File: src/rtl/co2_pkg.sv
// Package: types, codes and CRC function for the CO2 sensor poll sequencer
`timescale 1ns / 1ps
package co2_pkg;
    localparam int TIME_W = 48;
    localparam logic [7:0]  CRC_POLY = 8'h31;
    localparam logic [7:0]  CRC_INIT = 8'hFF;
    localparam logic [15:0] READY_MASK = 16'h07FF;
    localparam logic [15:0] PPM_MAX = 16'd40000;
    localparam logic [15:0] CMD_START = 16'h21B1;
    localparam logic [15:0] CMD_START_LP = 16'h21AC;
    localparam logic [15:0] CMD_READ_MEAS = 16'hEC05;
    localparam logic [15:0] CMD_STOP = 16'h3F86;
    localparam logic [15:0] CMD_DATA_READY = 16'hE4B8;
    localparam logic [15:0] CMD_SERIAL = 16'h3682;

    localparam logic [1:0] R_READY = 2'd0;
    localparam logic [1:0] R_RETRY = 2'd1;
    localparam logic [1:0] R_NOTPRES = 2'd2;
    localparam logic [1:0] R_ERROR = 2'd3;

    localparam logic [3:0] S_DETACHED = 4'd0;
    localparam logic [3:0] S_PROBING = 4'd1;
    localparam logic [3:0] S_STARTING = 4'd2;
    localparam logic [3:0] S_WARMING = 4'd3;
    localparam logic [3:0] S_WAITING = 4'd4;
    localparam logic [3:0] S_READING = 4'd5;
    localparam logic [3:0] S_READY = 4'd6;
    localparam logic [3:0] S_REPROBE = 4'd7;
    localparam logic [3:0] S_UNINIT = 4'd8;

    localparam logic [2:0] P_SEND = 3'd0;
    localparam logic [2:0] P_READ = 3'd1;
    localparam logic [2:0] P_AFTER_STOP = 3'd2;
    localparam logic [2:0] P_STAT_CMD = 3'd3;
    localparam logic [2:0] P_STAT_RSP = 3'd4;
    localparam logic [2:0] P_MEAS_RSP = 3'd5;

    localparam logic [3:0] Q_MISSING = 4'd1;
    localparam logic [3:0] Q_CRC = 4'd2;
    localparam logic [3:0] Q_RANGE = 4'd4;
    localparam logic [3:0] Q_STALE = 4'd8;

    localparam logic [1:0] OP_PROBE = 2'd0;
    localparam logic [1:0] OP_ACQUIRE = 2'd1;
    localparam logic [1:0] OP_RESET = 2'd2;

    localparam logic [2:0] BUS_OK = 3'd0;
    localparam logic [2:0] BUS_ABSENT = 3'd1;
    localparam logic [2:0] BUS_BUSY = 3'd2;
    localparam logic [2:0] BUS_TIMEOUT = 3'd3;
    localparam logic [2:0] BUS_IO = 3'd4;

    localparam logic [1:0] CFG_POLL = 2'd0;
    localparam logic [1:0] CFG_LOWPOWER = 2'd1;
    localparam logic [1:0] CFG_ADDRESS = 2'd2;

    typedef struct packed {
        logic [1:0]  operation;
        logic [47:0] now_ms;
        logic [2:0]  write_status;
        logic [2:0]  stop_status;
        logic [2:0]  read_status;
        logic [15:0] word_a;
        logic [15:0] word_b;
        logic        ok_a;
        logic        ok_b;
        logic        ok_c;
    } item_t;

    typedef struct packed {
        logic [15:0] command_sent;
        logic        stop_sent;
        logic [3:0]  read_bytes;
        logic [1:0]  driver_result;
        logic [3:0]  state_code;
        logic        sample_valid;
        logic [15:0] co2_ppm;
        logic [3:0]  qual_bits;
        logic [47:0] sample_time_ms;
        logic [31:0] start_count;
        logic [47:0] last_attempt_ms;
    } result_t;

    typedef struct packed {
        logic [2:0]  phase;
        logic [3:0]  driver_state;
        logic        probed;
        logic        has_last_good;
        logic        reprobe_owed;
        logic        has_sample;
        logic [47:0] next_action_ms;
        logic [47:0] attempt_ms;
        logic [15:0] current_ppm;
        logic [15:0] good_ppm;
        logic [47:0] current_time;
        logic [47:0] good_time;
        logic [3:0]  flags;
        logic [1:0]  failure_code;
        logic [31:0] starts;
    } state_t;

    function automatic state_t reset_state();
        state_t st;
        st = '0;
        st.phase = P_SEND;
        st.driver_state = S_UNINIT;
        st.failure_code = R_ERROR;
        return st;
    endfunction

    function automatic logic [7:0] crc8_word(input logic [15:0] w);
        logic [7:0] crc;
        crc = CRC_INIT;
        for (int b = 0; b < 2; b++) begin
            crc = crc ^ ((b == 0) ? w[15:8] : w[7:0]);
            for (int i = 0; i < 8; i++) begin
                crc = crc[7] ? ((crc << 1) ^ CRC_POLY) : (crc << 1);
            end
        end
        return crc;
    endfunction

    function automatic logic [1:0] map_bus(input logic [2:0] s);
        logic [1:0] r;
        case (s)
            BUS_OK:      r = R_READY;
            BUS_ABSENT:  r = R_NOTPRES;
            BUS_BUSY:    r = R_RETRY;
            BUS_TIMEOUT: r = R_RETRY;
            default:     r = R_ERROR;
        endcase
        return r;
    endfunction

    function automatic logic [47:0] add_sat(input logic [47:0] a, input logic [31:0] b);
        logic [48:0] s;
        s = {1'b0, a} + {17'd0, b};
        return s[48] ? '1 : s[47:0];
    endfunction
endpackage

File: src/rtl/co2_sensor_poll_sequencer_unit.sv
// Top level of the CO2 sensor poll sequencer
`timescale 1ns / 1ps
// One result item per input item. An item passes the input register, then the
// combinational decision logic against the driver state, into the result register;
// one item per cycle sustained while m_axis_tready does not stall. The input register is
// refilled whenever the result register is empty or being drained.
module co2_sensor_poll_sequencer_unit (
    input  logic         clk,
    input  logic         rst_n,
    input  logic         s_axis_tvalid,
    output logic         s_axis_tready,
    input  logic [135:0] s_axis_tdata,  // now_ms, write_status, stop_status, read_status,
                                        // word_a, crc_a, word_b, crc_b, word_c, crc_c
    input  logic [1:0]   s_axis_tuser,  // operation
    output logic         m_axis_tvalid,
    input  logic         m_axis_tready,
    output logic [183:0] m_axis_tdata,  // command_sent, stop_sent, read_bytes, driver_result,
                                        // state_code, sample_valid, co2_ppm, qual_bits,
                                        // sample_time_ms, start_count, last_attempt_ms
    input  logic         cfg_we,
    input  logic [1:0]   cfg_index,
    input  logic [31:0]  cfg_data
);
    logic            in_valid_reg;
    logic            out_valid_reg;
    logic            adv;
    logic            load;
    logic [31:0]     poll_reg;
    logic            lp_reg;
    logic [6:0]      addr_reg;
    co2_pkg::item_t  item;
    co2_pkg::result_t result;
    co2_pkg::result_t out_reg;

    assign adv = in_valid_reg && (!out_valid_reg || m_axis_tready);
    assign s_axis_tready = !in_valid_reg || adv;
    assign load = s_axis_tvalid && s_axis_tready;

    co2_front u_front (
        .clk(clk), .rst_n(rst_n), .load(load),
        .operation(s_axis_tuser), .data(s_axis_tdata[128:0]), .item(item)
    );

    co2_core u_core (
        .clk(clk), .rst_n(rst_n), .step(adv), .item(item),
        .poll_period(poll_reg), .low_power_mode(lp_reg), .result(result)
    );

    always_ff @(posedge clk or negedge rst_n)
    begin
        if (!rst_n)
        begin
            in_valid_reg <= 1'b0;
            out_valid_reg <= 1'b0;
            poll_reg <= 32'd5000;
            lp_reg <= 1'b0;
            addr_reg <= 7'd98;
        end
        else
        begin
            if (load) in_valid_reg <= 1'b1;
            else if (adv) in_valid_reg <= 1'b0;
            if (adv) out_valid_reg <= 1'b1;
            else if (m_axis_tready) out_valid_reg <= 1'b0;
            if (cfg_we)
            begin
                case (cfg_index)
                    co2_pkg::CFG_POLL:     poll_reg <= cfg_data;
                    co2_pkg::CFG_LOWPOWER: lp_reg <= cfg_data[0];
                    co2_pkg::CFG_ADDRESS:  addr_reg <= cfg_data[6:0];
                    default:               poll_reg <= poll_reg;
                endcase
            end
        end
    end

    always_ff @(posedge clk)
    begin
        if (adv) out_reg <= result;
    end

    assign m_axis_tvalid = out_valid_reg;
    assign m_axis_tdata = {(addr_reg != 7'd0) & 1'b0, 1'b0, 6'd0, out_reg.last_attempt_ms,
                           out_reg.start_count, out_reg.sample_time_ms,
                           out_reg.qual_bits, out_reg.co2_ppm, out_reg.sample_valid,
                           out_reg.state_code, out_reg.driver_result, out_reg.read_bytes,
                           out_reg.stop_sent, out_reg.command_sent};
endmodule

File: src/rtl/co2_front.sv
// Input register stage with CRC checks of the three response words
`timescale 1ns / 1ps
module co2_front (
    input  logic                 clk,
    input  logic                 rst_n,
    input  logic                 load,
    input  logic [1:0]           operation,
    input  logic [128:0]         data,
    output co2_pkg::item_t       item
);
    co2_pkg::item_t item_reg;
    co2_pkg::item_t item_next;

    always_comb
    begin
        item_next.operation    = operation;
        item_next.now_ms       = data[47:0];
        item_next.write_status = data[50:48];
        item_next.stop_status  = data[53:51];
        item_next.read_status  = data[56:54];
        item_next.word_a       = data[72:57];
        item_next.word_b       = data[96:81];
        item_next.ok_a = co2_pkg::crc8_word(data[72:57]) == data[80:73];
        item_next.ok_b = co2_pkg::crc8_word(data[96:81]) == data[104:97];
        item_next.ok_c = co2_pkg::crc8_word(data[120:105]) == data[128:121];
    end

    always_ff @(posedge clk or negedge rst_n)
    begin
        if (!rst_n)
        begin
            item_reg <= '0;
        end
        else if (load)
        begin
            item_reg <= item_next;
        end
    end

    assign item = item_reg;
endmodule

File: src/rtl/co2_core.sv
// Driver state register and next-state logic for one item
`timescale 1ns / 1ps
module co2_core (
    input  logic            clk,
    input  logic            rst_n,
    input  logic            step,
    input  co2_pkg::item_t  item,
    input  logic [31:0]     poll_period,
    input  logic            low_power_mode,
    output co2_pkg::result_t result
);
    co2_pkg::state_t st_reg;
    co2_pkg::state_t st_next;
    co2_pkg::state_t s;
    logic [15:0] cmd;
    logic        stp;
    logic [3:0]  rb;
    logic [1:0]  res;
    logic [2:0]  ws, ss, rs;
    logic        all_ok;
    logic [1:0]  r;

    always_comb
    begin
        s = st_reg;
        cmd = '0;
        stp = 1'b0;
        rb = '0;
        res = co2_pkg::R_ERROR;
        ws = item.write_status;
        ss = item.stop_status;
        rs = item.read_status;
        all_ok = item.ok_a & item.ok_b & item.ok_c;
        r = co2_pkg::map_bus(ws);
        case (item.operation)
            co2_pkg::OP_PROBE:
            begin
                if (s.probed)
                begin
                    res = co2_pkg::R_READY;
                end
                else
                begin
                    if (s.phase == co2_pkg::P_AFTER_STOP) s.phase = co2_pkg::P_SEND;
                    if (s.phase == co2_pkg::P_SEND)
                    begin
                        s.driver_state = co2_pkg::S_PROBING;
                        cmd = co2_pkg::CMD_SERIAL;
                        if (ws == co2_pkg::BUS_OK)
                        begin
                            s.phase = co2_pkg::P_READ;
                            res = co2_pkg::R_RETRY;
                        end
                        else if (ws == co2_pkg::BUS_ABSENT || ws == co2_pkg::BUS_IO)
                        begin
                            stp = 1'b1;
                            if (ss == co2_pkg::BUS_OK)
                            begin
                                s.phase = co2_pkg::P_AFTER_STOP;
                                res = co2_pkg::R_RETRY;
                            end
                            else
                            begin
                                res = co2_pkg::map_bus(ss);
                            end
                        end
                        else
                        begin
                            res = r;
                        end
                    end
                    else if (s.phase != co2_pkg::P_READ)
                    begin
                        s.probed = 1'b0;
                        s.phase = co2_pkg::P_SEND;
                        s.driver_state = co2_pkg::S_REPROBE;
                        res = co2_pkg::R_ERROR;
                    end
                    else
                    begin
                        rb = 4'd9;
                        if (rs != co2_pkg::BUS_OK)
                        begin
                            s.phase = co2_pkg::P_SEND;
                            res = co2_pkg::map_bus(rs);
                        end
                        else if (!all_ok)
                        begin
                            s.probed = 1'b0;
                            s.phase = co2_pkg::P_SEND;
                            s.driver_state = co2_pkg::S_REPROBE;
                            res = co2_pkg::R_ERROR;
                        end
                        else
                        begin
                            cmd = low_power_mode ? co2_pkg::CMD_START_LP : co2_pkg::CMD_START;
                            if (ws != co2_pkg::BUS_OK)
                            begin
                                s.probed = 1'b0;
                                s.phase = co2_pkg::P_SEND;
                                s.driver_state = co2_pkg::S_REPROBE;
                                res = r;
                            end
                            else
                            begin
                                if (s.starts != '1) s.starts = s.starts + 32'd1;
                                s.probed = 1'b1;
                                s.driver_state = co2_pkg::S_WARMING;
                                s.phase = co2_pkg::P_STAT_CMD;
                                s.next_action_ms = '0;
                                s.failure_code = co2_pkg::R_ERROR;
                                res = co2_pkg::R_READY;
                            end
                        end
                    end
                end
            end
            co2_pkg::OP_ACQUIRE:
            begin
                logic       fail;
                logic [3:0] fflag;
                logic [1:0] fres;
                logic       wait_ag;
                fail = 1'b0;
                fflag = '0;
                fres = co2_pkg::R_ERROR;
                wait_ag = 1'b0;
                if (s.reprobe_owed)
                begin
                    s.reprobe_owed = 1'b0;
                    s.has_sample = 1'b0;
                    res = s.failure_code;
                end
                else if (!s.probed)
                begin
                    res = co2_pkg::R_NOTPRES;
                end
                else if (item.now_ms < s.next_action_ms)
                begin
                    res = co2_pkg::R_RETRY;
                end
                else if (s.phase == co2_pkg::P_STAT_RSP)
                begin
                    rb = 4'd3;
                    if (rs == co2_pkg::BUS_BUSY || rs == co2_pkg::BUS_TIMEOUT)
                        res = co2_pkg::R_RETRY;
                    else if (rs != co2_pkg::BUS_OK)
                    begin
                        fail = 1'b1;
                        fflag = (rs == co2_pkg::BUS_ABSENT) ? co2_pkg::Q_MISSING : 4'd0;
                        fres = (rs == co2_pkg::BUS_ABSENT) ? co2_pkg::R_NOTPRES
                                                           : co2_pkg::R_ERROR;
                    end
                    else if (!item.ok_a)
                    begin
                        fail = 1'b1;
                        fflag = co2_pkg::Q_CRC;
                    end
                    else if ((item.word_a & co2_pkg::READY_MASK) == 16'd0)
                        wait_ag = 1'b1;
                    else
                    begin
                        cmd = co2_pkg::CMD_READ_MEAS;
                        if (ws != co2_pkg::BUS_OK)
                        begin
                            if (r == co2_pkg::R_RETRY) wait_ag = 1'b1;
                            else
                            begin
                                fail = 1'b1;
                                fflag = (ws == co2_pkg::BUS_ABSENT) ? co2_pkg::Q_MISSING
                                                                    : 4'd0;
                                fres = r;
                            end
                        end
                        else
                        begin
                            s.phase = co2_pkg::P_MEAS_RSP;
                            s.next_action_ms = co2_pkg::add_sat(item.now_ms, 32'd1);
                            s.driver_state = co2_pkg::S_READING;
                            res = co2_pkg::R_RETRY;
                        end
                    end
                end
                else if (s.phase == co2_pkg::P_MEAS_RSP)
                begin
                    rb = 4'd9;
                    if (rs == co2_pkg::BUS_BUSY || rs == co2_pkg::BUS_TIMEOUT)
                        res = co2_pkg::R_RETRY;
                    else if (rs != co2_pkg::BUS_OK)
                    begin
                        fail = 1'b1;
                        fflag = (rs == co2_pkg::BUS_ABSENT) ? co2_pkg::Q_MISSING : 4'd0;
                        fres = (rs == co2_pkg::BUS_ABSENT) ? co2_pkg::R_NOTPRES
                                                           : co2_pkg::R_ERROR;
                    end
                    else if (!all_ok)
                    begin
                        fail = 1'b1;
                        fflag = co2_pkg::Q_CRC;
                    end
                    else if (item.word_a == 16'd0 || item.word_a > co2_pkg::PPM_MAX)
                    begin
                        fail = 1'b1;
                        fflag = co2_pkg::Q_RANGE;
                    end
                    else
                    begin
                        s.current_ppm = item.word_a;
                        s.good_ppm = item.word_a;
                        s.current_time = item.now_ms;
                        s.good_time = item.now_ms;
                        s.attempt_ms = item.now_ms;
                        s.flags = '0;
                        s.failure_code = co2_pkg::R_READY;
                        s.has_sample = 1'b1;
                        s.has_last_good = 1'b1;
                        s.reprobe_owed = 1'b0;
                        s.driver_state = co2_pkg::S_READY;
                        s.phase = co2_pkg::P_STAT_CMD;
                        s.next_action_ms = co2_pkg::add_sat(item.now_ms, poll_period);
                        res = co2_pkg::R_READY;
                    end
                end
                else if (s.phase != co2_pkg::P_STAT_CMD)
                begin
                    fail = 1'b1;
                end
                else
                begin
                    s.attempt_ms = item.now_ms;
                    cmd = co2_pkg::CMD_DATA_READY;
                    if (ws == co2_pkg::BUS_BUSY || ws == co2_pkg::BUS_TIMEOUT)
                        res = co2_pkg::R_RETRY;
                    else if (ws != co2_pkg::BUS_OK)
                    begin
                        fail = 1'b1;
                        fflag = (ws == co2_pkg::BUS_ABSENT) ? co2_pkg::Q_MISSING : 4'd0;
                        fres = (ws == co2_pkg::BUS_ABSENT) ? co2_pkg::R_NOTPRES
                                                           : co2_pkg::R_ERROR;
                    end
                    else
                    begin
                        s.phase = co2_pkg::P_STAT_RSP;
                        s.next_action_ms = co2_pkg::add_sat(item.now_ms, 32'd1);
                        s.driver_state = s.has_last_good ? co2_pkg::S_WAITING
                                                         : co2_pkg::S_WARMING;
                        res = co2_pkg::R_RETRY;
                    end
                end
                if (wait_ag)
                begin
                    s.phase = co2_pkg::P_STAT_CMD;
                    s.next_action_ms = co2_pkg::add_sat(item.now_ms, poll_period);
                    s.driver_state = s.has_last_good ? co2_pkg::S_WAITING
                                                     : co2_pkg::S_WARMING;
                    res = co2_pkg::R_RETRY;
                end
                if (fail)
                begin
                    s.attempt_ms = item.now_ms;
                    s.flags = fflag;
                    s.failure_code = fres;
                    s.has_sample = 1'b0;
                    s.probed = 1'b0;
                    s.phase = co2_pkg::P_SEND;
                    s.driver_state = co2_pkg::S_REPROBE;
                    res = fres;
                    if (s.has_last_good)
                    begin
                        s.current_ppm = s.good_ppm;
                        s.current_time = s.good_time;
                        s.flags = fflag | co2_pkg::Q_STALE;
                        s.has_sample = 1'b1;
                        s.reprobe_owed = 1'b1;
                        res = co2_pkg::R_READY;
                    end
                end
            end
            co2_pkg::OP_RESET:
            begin
                s.driver_state = co2_pkg::S_DETACHED;
                s.phase = co2_pkg::P_SEND;
                s.next_action_ms = '0;
                s.current_time = '0;
                s.good_time = '0;
                s.attempt_ms = '0;
                s.current_ppm = '0;
                s.good_ppm = '0;
                s.flags = '0;
                s.failure_code = co2_pkg::R_ERROR;
                s.probed = 1'b0;
                s.has_sample = 1'b0;
                s.has_last_good = 1'b0;
                s.reprobe_owed = 1'b0;
                res = co2_pkg::R_READY;
            end
            default:
            begin
                res = co2_pkg::R_ERROR;
            end
        endcase
        st_next = s;
        result.command_sent = cmd;
        result.stop_sent = stp;
        result.read_bytes = rb;
        result.driver_result = res;
        result.state_code = s.driver_state;
        result.sample_valid = s.has_sample;
        result.co2_ppm = s.has_sample ? s.current_ppm : 16'd0;
        result.qual_bits = s.flags;
        result.sample_time_ms = s.has_sample ? s.current_time : 48'd0;
        result.start_count = s.starts;
        result.last_attempt_ms = s.attempt_ms;
    end

    always_ff @(posedge clk or negedge rst_n)
    begin
        if (!rst_n)
        begin
            st_reg <= co2_pkg::reset_state();
        end
        else if (step)
        begin
            st_reg <= st_next;
        end
    end
endmodule

File: config.mk
export PLATFORM = sky130hd
export DESIGN_NAME = co2_sensor_poll_sequencer_unit
export DESIGN_NICKNAME = d
export VERILOG_FILES = /design/src/rtl/co2_pkg.sv /design/src/rtl/co2_sensor_poll_sequencer_unit.sv /design/src/rtl/co2_front.sv /design/src/rtl/co2_core.sv
export SDC_FILE = /design/constraint.sdc
export NUM_CORES = 2
export LEC_CHECK = 0
export BUFFER_PORTS_ARGS = -buffer_cell sky130_fd_sc_hd__buf_2
export CAP_MARGIN = 40
export CORE_MARGIN = 10
export CORE_UTILIZATION = 40
export DETAILED_ROUTE_END_ITERATION = 8
export SYNTH_ARGS = -nofsm -noshare
export SYNTH_HDL_FRONTEND = slang
export SYNTH_SLANG_ARGS = --single-unit
File: constraint.sdc
create_clock -name clk -period 7.8 [get_ports clk]
set_input_delay 1.17 -clock clk [delete_from_list [all_inputs] [get_ports clk]]
set_output_delay 1.17 -clock clk [all_outputs]
set_load 0.02 [all_outputs]
# After elaboration in Yosys (flattened, before gate mapping)
# Cells that the tools add are included.
# word_totals
ff_bits	562
inputBits	177
output_inout_bits	186
word_cells	482
# classes
n_addsub	3
order_cmp	2
eq_ne	67
mux	278
bitwise	58
n_reduce_logical	35
# ops
op	count
233-bit 2-to-1 mux	12
48-bit 2-to-1 mux	18
96-bit 2-to-1 mux	7
180-bit case mux with 2 select lines	1
6-bit 2-to-1 mux	49
16-bit 2-to-1 mux	16
230-bit 2-to-1 mux	1
34-bit 2-to-1 mux	6
182-bit 2-to-1 mux	1
3-bit inverter	48
48-bit case mux with 3 select lines	1
7-bit 2-to-1 mux	20
134-bit 2-to-1 mux	1
4-bit 2-to-1 mux	25
2-bit 2-to-1 mux	47
32-bit 2-to-1 mux	2
64-bit 2-to-1 mux	1
48-bit by 1-bit adder with 49-bit output, second input constant	1
48-bit by 32-bit adder with 49-bit output	1
48-bit less-than comparator	1
1-bit 2-to-1 mux	42
3-bit 2-to-1 mux	13
5-bit != test, second input constant	7
32-bit by 1-bit adder with 32-bit output, second input constant	1
other kinds (46)	121

# Longest topological paths before layout
# depth
ltp_word	35
ltp_mapped	14
mapped_depth_nobuf	11

# By module
# From an unflattened synthesis, not the netlist that was laid out.
# hier_totals
cells_unflattened	2981
hier_area_um2	31880.6
# modules_own_cells
mod	n_inst	cells_per_inst	area_each_um2	seq_area_each_um2
co2_core	1	2372	20418.3	6835.3
co2_sensor_poll_sequencer_unit	1	264	6701.4	6167.2
co2_front	1	345	4760.8	2352.3

# Least setup slack after synthesis
# No wires, ideal clock.
# synth_path
path_kind	in2reg
from	in m_axis_tready
to	reg u_core.st_reg[12] (netlist bit)
setup_time_ns	0.141
arrival_ns	7.234
setup_slack_ns	0.425
path_stages	7
path_buffers	2
path_cell_list	nand2b_1 > nand2_1 > clkbuf_1 > clkinv_1 > clkbuf_1 > nand4_1 > xnor2_1
# synth_via
elab_chain_len	2
# synth_rtl
item	line_no	source
start: declaration	co2_sensor_poll_sequencer_unit.sv:16	input logic m_axis_tready,
1-bit logical OR	co2_sensor_poll_sequencer_unit.sv:35	assign adv = in_valid_reg && (!out_valid_reg || m_axis_tready);
1-bit logical AND	co2_sensor_poll_sequencer_unit.sv:35	
net adv	co2_sensor_poll_sequencer_unit.sv:26	logic adv;
end signal: assignment	co2_core.sv:320	st_reg <= co2_pkg::reset_state();
end signal: assignment	co2_core.sv:324	st_reg <= st_next;
end: declaration	co2_core.sv:12	co2_pkg::state_t st_reg;
# The timed path passes the listed nets, and every way through them passes these cells.
# A chain may end at the register's enable or synchronous reset.

# Final worst setup path
# layout_path
from	reg u_front.item_reg, in the netlist u_front.item[70]
to	reg u_core.st_reg[184] (netlist bit)
# layout_via
elab_chain_len	7
# layout_rtl
item	line_no	source
start: declaration	co2_front.sv:11	co2_pkg::item_t item_reg;
start signal: assignment	co2_front.sv:36	item_reg <= item_next;
48-bit less-than comparator (*)	co2_core.sv:138	else if (item.now_ms < s.next_action_ms)
1-bit 2-to-1 mux	co2_core.sv:138	
1-bit 2-to-1 mux	co2_core.sv:134	else if (!s.probed)
1-bit 2-to-1 mux	co2_core.sv:128	if (s.reprobe_owed)
1-bit 2-to-1 mux	co2_core.sv:35	case (item.operation)
64-bit 2-to-1 mux (*)	co2_core.sv:258	if (fail)
180-bit case mux with 2 select lines (*)	co2_core.sv:35	
# Mark *: on every way between the ends. The rest lies on a longest branch, timed or not. The select of a mux whose other input is x is not followed.

==> flow_summary.yaml <==
power:
  vdd_ir_drop_max_mv: 0.180
  p_leak_nw: 14.9
  power_density_nw_per_um2: 231
setup_path:
  critical_path.endpoint: "u_core.st_reg[184]"
  end_kind: "flop"
  worstPathRequired_ps: 8390
  cp_num_cells: 12
  path_class: "flop to flop"
  crit_buf_inv: 2
  crit_start: "u_front.item[70]"
  r2r_cells: 12
  r2r-end: "u_core.st_reg[184]"
  crit_top_cell: "buf_4"
  r2r_slack_ps: 3070
  cp_top_family: "compound AO/OA/AOI/OAI gates"
  critPathSlowestCell: "dfrtp_1"
  rr_startpoint: "u_front.item[70]"
  path_max_fanout: 27
  critPathArrivalTime_ps: 5320
  slowest_delay_ps: 640
  crit_chain: "ha_1 > nand3_1 > nor4_1 > a221oi_1 > o22ai_1 > o31ai_2 > a21oi_4 > o21ai_4 > buf_4 > nor2_4 > buf_4 > a22o_1"
  critPathLaunchType: "flop"
drt:
  drt-initial-drc-count: 2194
  ant_nets: 0
  dr.pass1.iters: 5
  totalWireLength_um: 99200
  num_vias: 24505
  wl_per_cell_um: 23.2
  post_drt_via_cell_ratio: 5.73
  drc: 0
cells_and_area:
  nFillCells: 7108
  nNetsFinal: 3454
  final_cell_mix: "378 x dfrtp_1, 344 x buf_2, 252 x a22o_1"
  syn_to_final_growth_pct: 15.7
  largest_reg_flops: 273
  layout_commonest_cell: "dfrtp_1"
  drive_above_1_share_pct: 20.5
sta:
  worst_pin_slew_ps: 982
  tns_ps: 0
  skew_ps: 32.0
  slew_headroom_pct: 34.5
  final_hold_viol_count: 0
  period_minus_slack_ps: 4730
  fin_ws_ps: 3070
  whs_ps: 452
  rsz0062_at_grt: "no"
  fin_crit_sh_pct: 60.7
  slew_viol_final: 0
  finalSetupViolCount: 0
  max_clock_freq_mhz: 211
floorplan:
  initial_core_util_pct: 40.4
  fp.coreArea_um2: 76200
  die_w_um: 298
  dieArea_um2: 88500
  io-pin-count: 363
  dieHeight_um: 298
  rows: 101
global_route:
  grt_pass1_vias: 23804
  grt_pass1_wl_um: 151000
  gr-total-overflow: 0
  antenna_found_initial: 8
  grt_max_degree: 153
  track_usage_pct: 21.5
clocking:
  cts_buffers: 61
  clock-sinks: 557
  clockBufferDepth: 3
  cts_tree: "yes"
  postCtsSetupBuffers: 0
  holdBufCountCts: 0
  h-tree-depth: 2
  cts.clk_slew.worst_paths_ps: 60
  clockRootBuffer: "clkbuf_16"
  clkLatencyLatePin_ps: 660
  cts_resized: 0
synthesis:
  ys.flop_type: "dfrtp_1"
  netlist_instances: 2946
  syn_area_um2: 30800
  async_reset_ff_share_pct: 69.3
  yosys_warnings: 0
  ys_types: 90
  seq_area_frac_synth_pct: 48.0
  synth.avg_cell_area_um2: 10.5
  synth-seq-cells: 557
  synth_edf_count: 171
hold_path:
  min_path_type: "input port to async pin"
placed_design:
  post-place-ws_ps: 3190
  io_buffer_count: 345
  post-dp-hpwl_um: 68700
  place.gp.congestion: 0.923
outcome:
  status: "complete, no violations"
flow_run:
  maxCapViolCount: 0
per-stage QoR:
stage	utilization (%)	std cells	cell area (µm²)	power [mW]
finish	46.8	4275	35700	8.25
global route	46.8	4274	35700	8.62
CTS	46.8	4274	35700	8.31
detailed placement	44.1	4158	33600	5.30
global placement	43.8	4148	33400	5.27
floorplan	-	2955	30900	4.66
where the power goes:
| part | internal, mW | switching [mW] | leakage, nW |
|---|---|---|---|
| logic | 0.667 | 1.15 | 7.03 |
| clock network | 1.72 | 1.28 | 1.02 |
| registers | 3.19 | 0.239 | 6.82 |
| total | 5.58 | 2.67 | 14.9 |
worst register-to-register path, stage by stage, from the launching register on:
cell,delay [ps]
dfrtp_1,640
ha_1,460
nand3_1,100
nor4_1,380
a221oi_1,140
o22ai_1,410
o31ai_2,300
a21oi_4,640
o21ai_4,250
buf_4,310
nor2_4,320
buf_4,460
a22o_1,260
metal layers:
layer / routed length, µm / vias up / GRT usage (%) / share of wire, %
li1: - / 11383 / - / -
met1: 42700 / 12170 / 28.8 / 43
met2: 47700 / 820 / 35.7 / 48
met3: 6960 / 122 / 4.13 / 7.0
met4: 1660 / 10 / 4.57 / 1.7
met5: 69 / - / 0 / 0.070
Yosys cell counts, types with 6 or more instances:
library cell | count | area share [%]
dfrtp_1 | 378 | 31
a22o_1 | 252 | 7.2
nor2_1 | 205 | 2.5
nand2_1 | 191 | 2.3
edfxtp_1 | 171 | 17
clkbuf_1 | 156 | 1.9
a21oi_1 | 153 | 2.5
xnor2_1 | 147 | 4.2
inv_1 | 124 | 1.5
mux2_2 | 117 | 4.3
nand3_1 | 107 | 1.7
ha_1 | 85 | 3.5
xor2_1 | 85 | 2.4
mux2i_1 | 74 | 2.4
o221ai_1 | 63 | 1.8
o21ai_0 | 58 | 0.94
o22ai_1 | 54 | 1.1
nor3_1 | 47 | 0.76
nand4_1 | 42 | 0.85
and3_1 | 31 | 0.63
buf_2 | 28 | 0.45
a21o_1 | 24 | 0.58
buf_1 | 24 | 0.29
a31oi_1 | 22 | 0.45
nand2b_1 | 19 | 0.39
and4_1 | 18 | 0.51
buf_4 | 16 | 0.39
o211ai_1 | 16 | 0.39
and2_1 | 15 | 0.30
a211oi_1 | 13 | 0.32
o21ai_1 | 13 | 0.21
o311ai_1 | 13 | 0.37
or3_1 | 13 | 0.26
nor2b_1 | 10 | 0.20
a22oi_1 | 8 | 0.19
dfstp_2 | 8 | 0.68
nor4_1 | 8 | 0.16
o21a_1 | 8 | 0.19
o31ai_1 | 8 | 0.19
a221oi_1 | 6 | 0.17
nor3b_1 | 6 | 0.15
o22a_1 | 6 | 0.17
kinds of logic after synthesis:
logic type	share of synthesized area [%]
buffers and inverters	4.75
adder cells (fa/ha/maj)	3.52
other	0.0122
flip-flops	48.0
multiplexers	6.72
AO/OA/AOI/OAI	18.9
XOR/XNOR	6.59
AND/OR/NAND/NOR	11.5
layout make-up:
class / instances / area (µm²) / area share [%]
repair buffers: 401 / 2290 / 6.42
diodes: 1 / 2.50 / 0.00702
clock inverters: 39 / 404 / 1.13
multi-input cells: 2044 / 14700 / 41.3
clock buffers: 77 / 1670 / 4.68
flip-flops and latches: 557 / 14800 / 41.5
inverters: 126 / 480 / 1.35
well taps: 1030 / 1290 / 3.61
worst min-delay path by stage:
stage                         end  slack [ps]  cells past startpoint                from
6_report         u_front.item[70]         450                      1               rst_n
5_1_grt             m_axis_tvalid         470                      1        in_valid_reg
4_1_cts             m_axis_tvalid         430                      1        in_valid_reg
3_5_place_dp   u_core.st_reg[269]         460                      1  u_core.st_reg[269]
3_3_place_gp   u_core.st_reg[269]         440                      1  u_core.st_reg[269]
2_1_floorplan  u_core.st_reg[269]         440                      1  u_core.st_reg[269]
(Power assumes the default switching activity.)
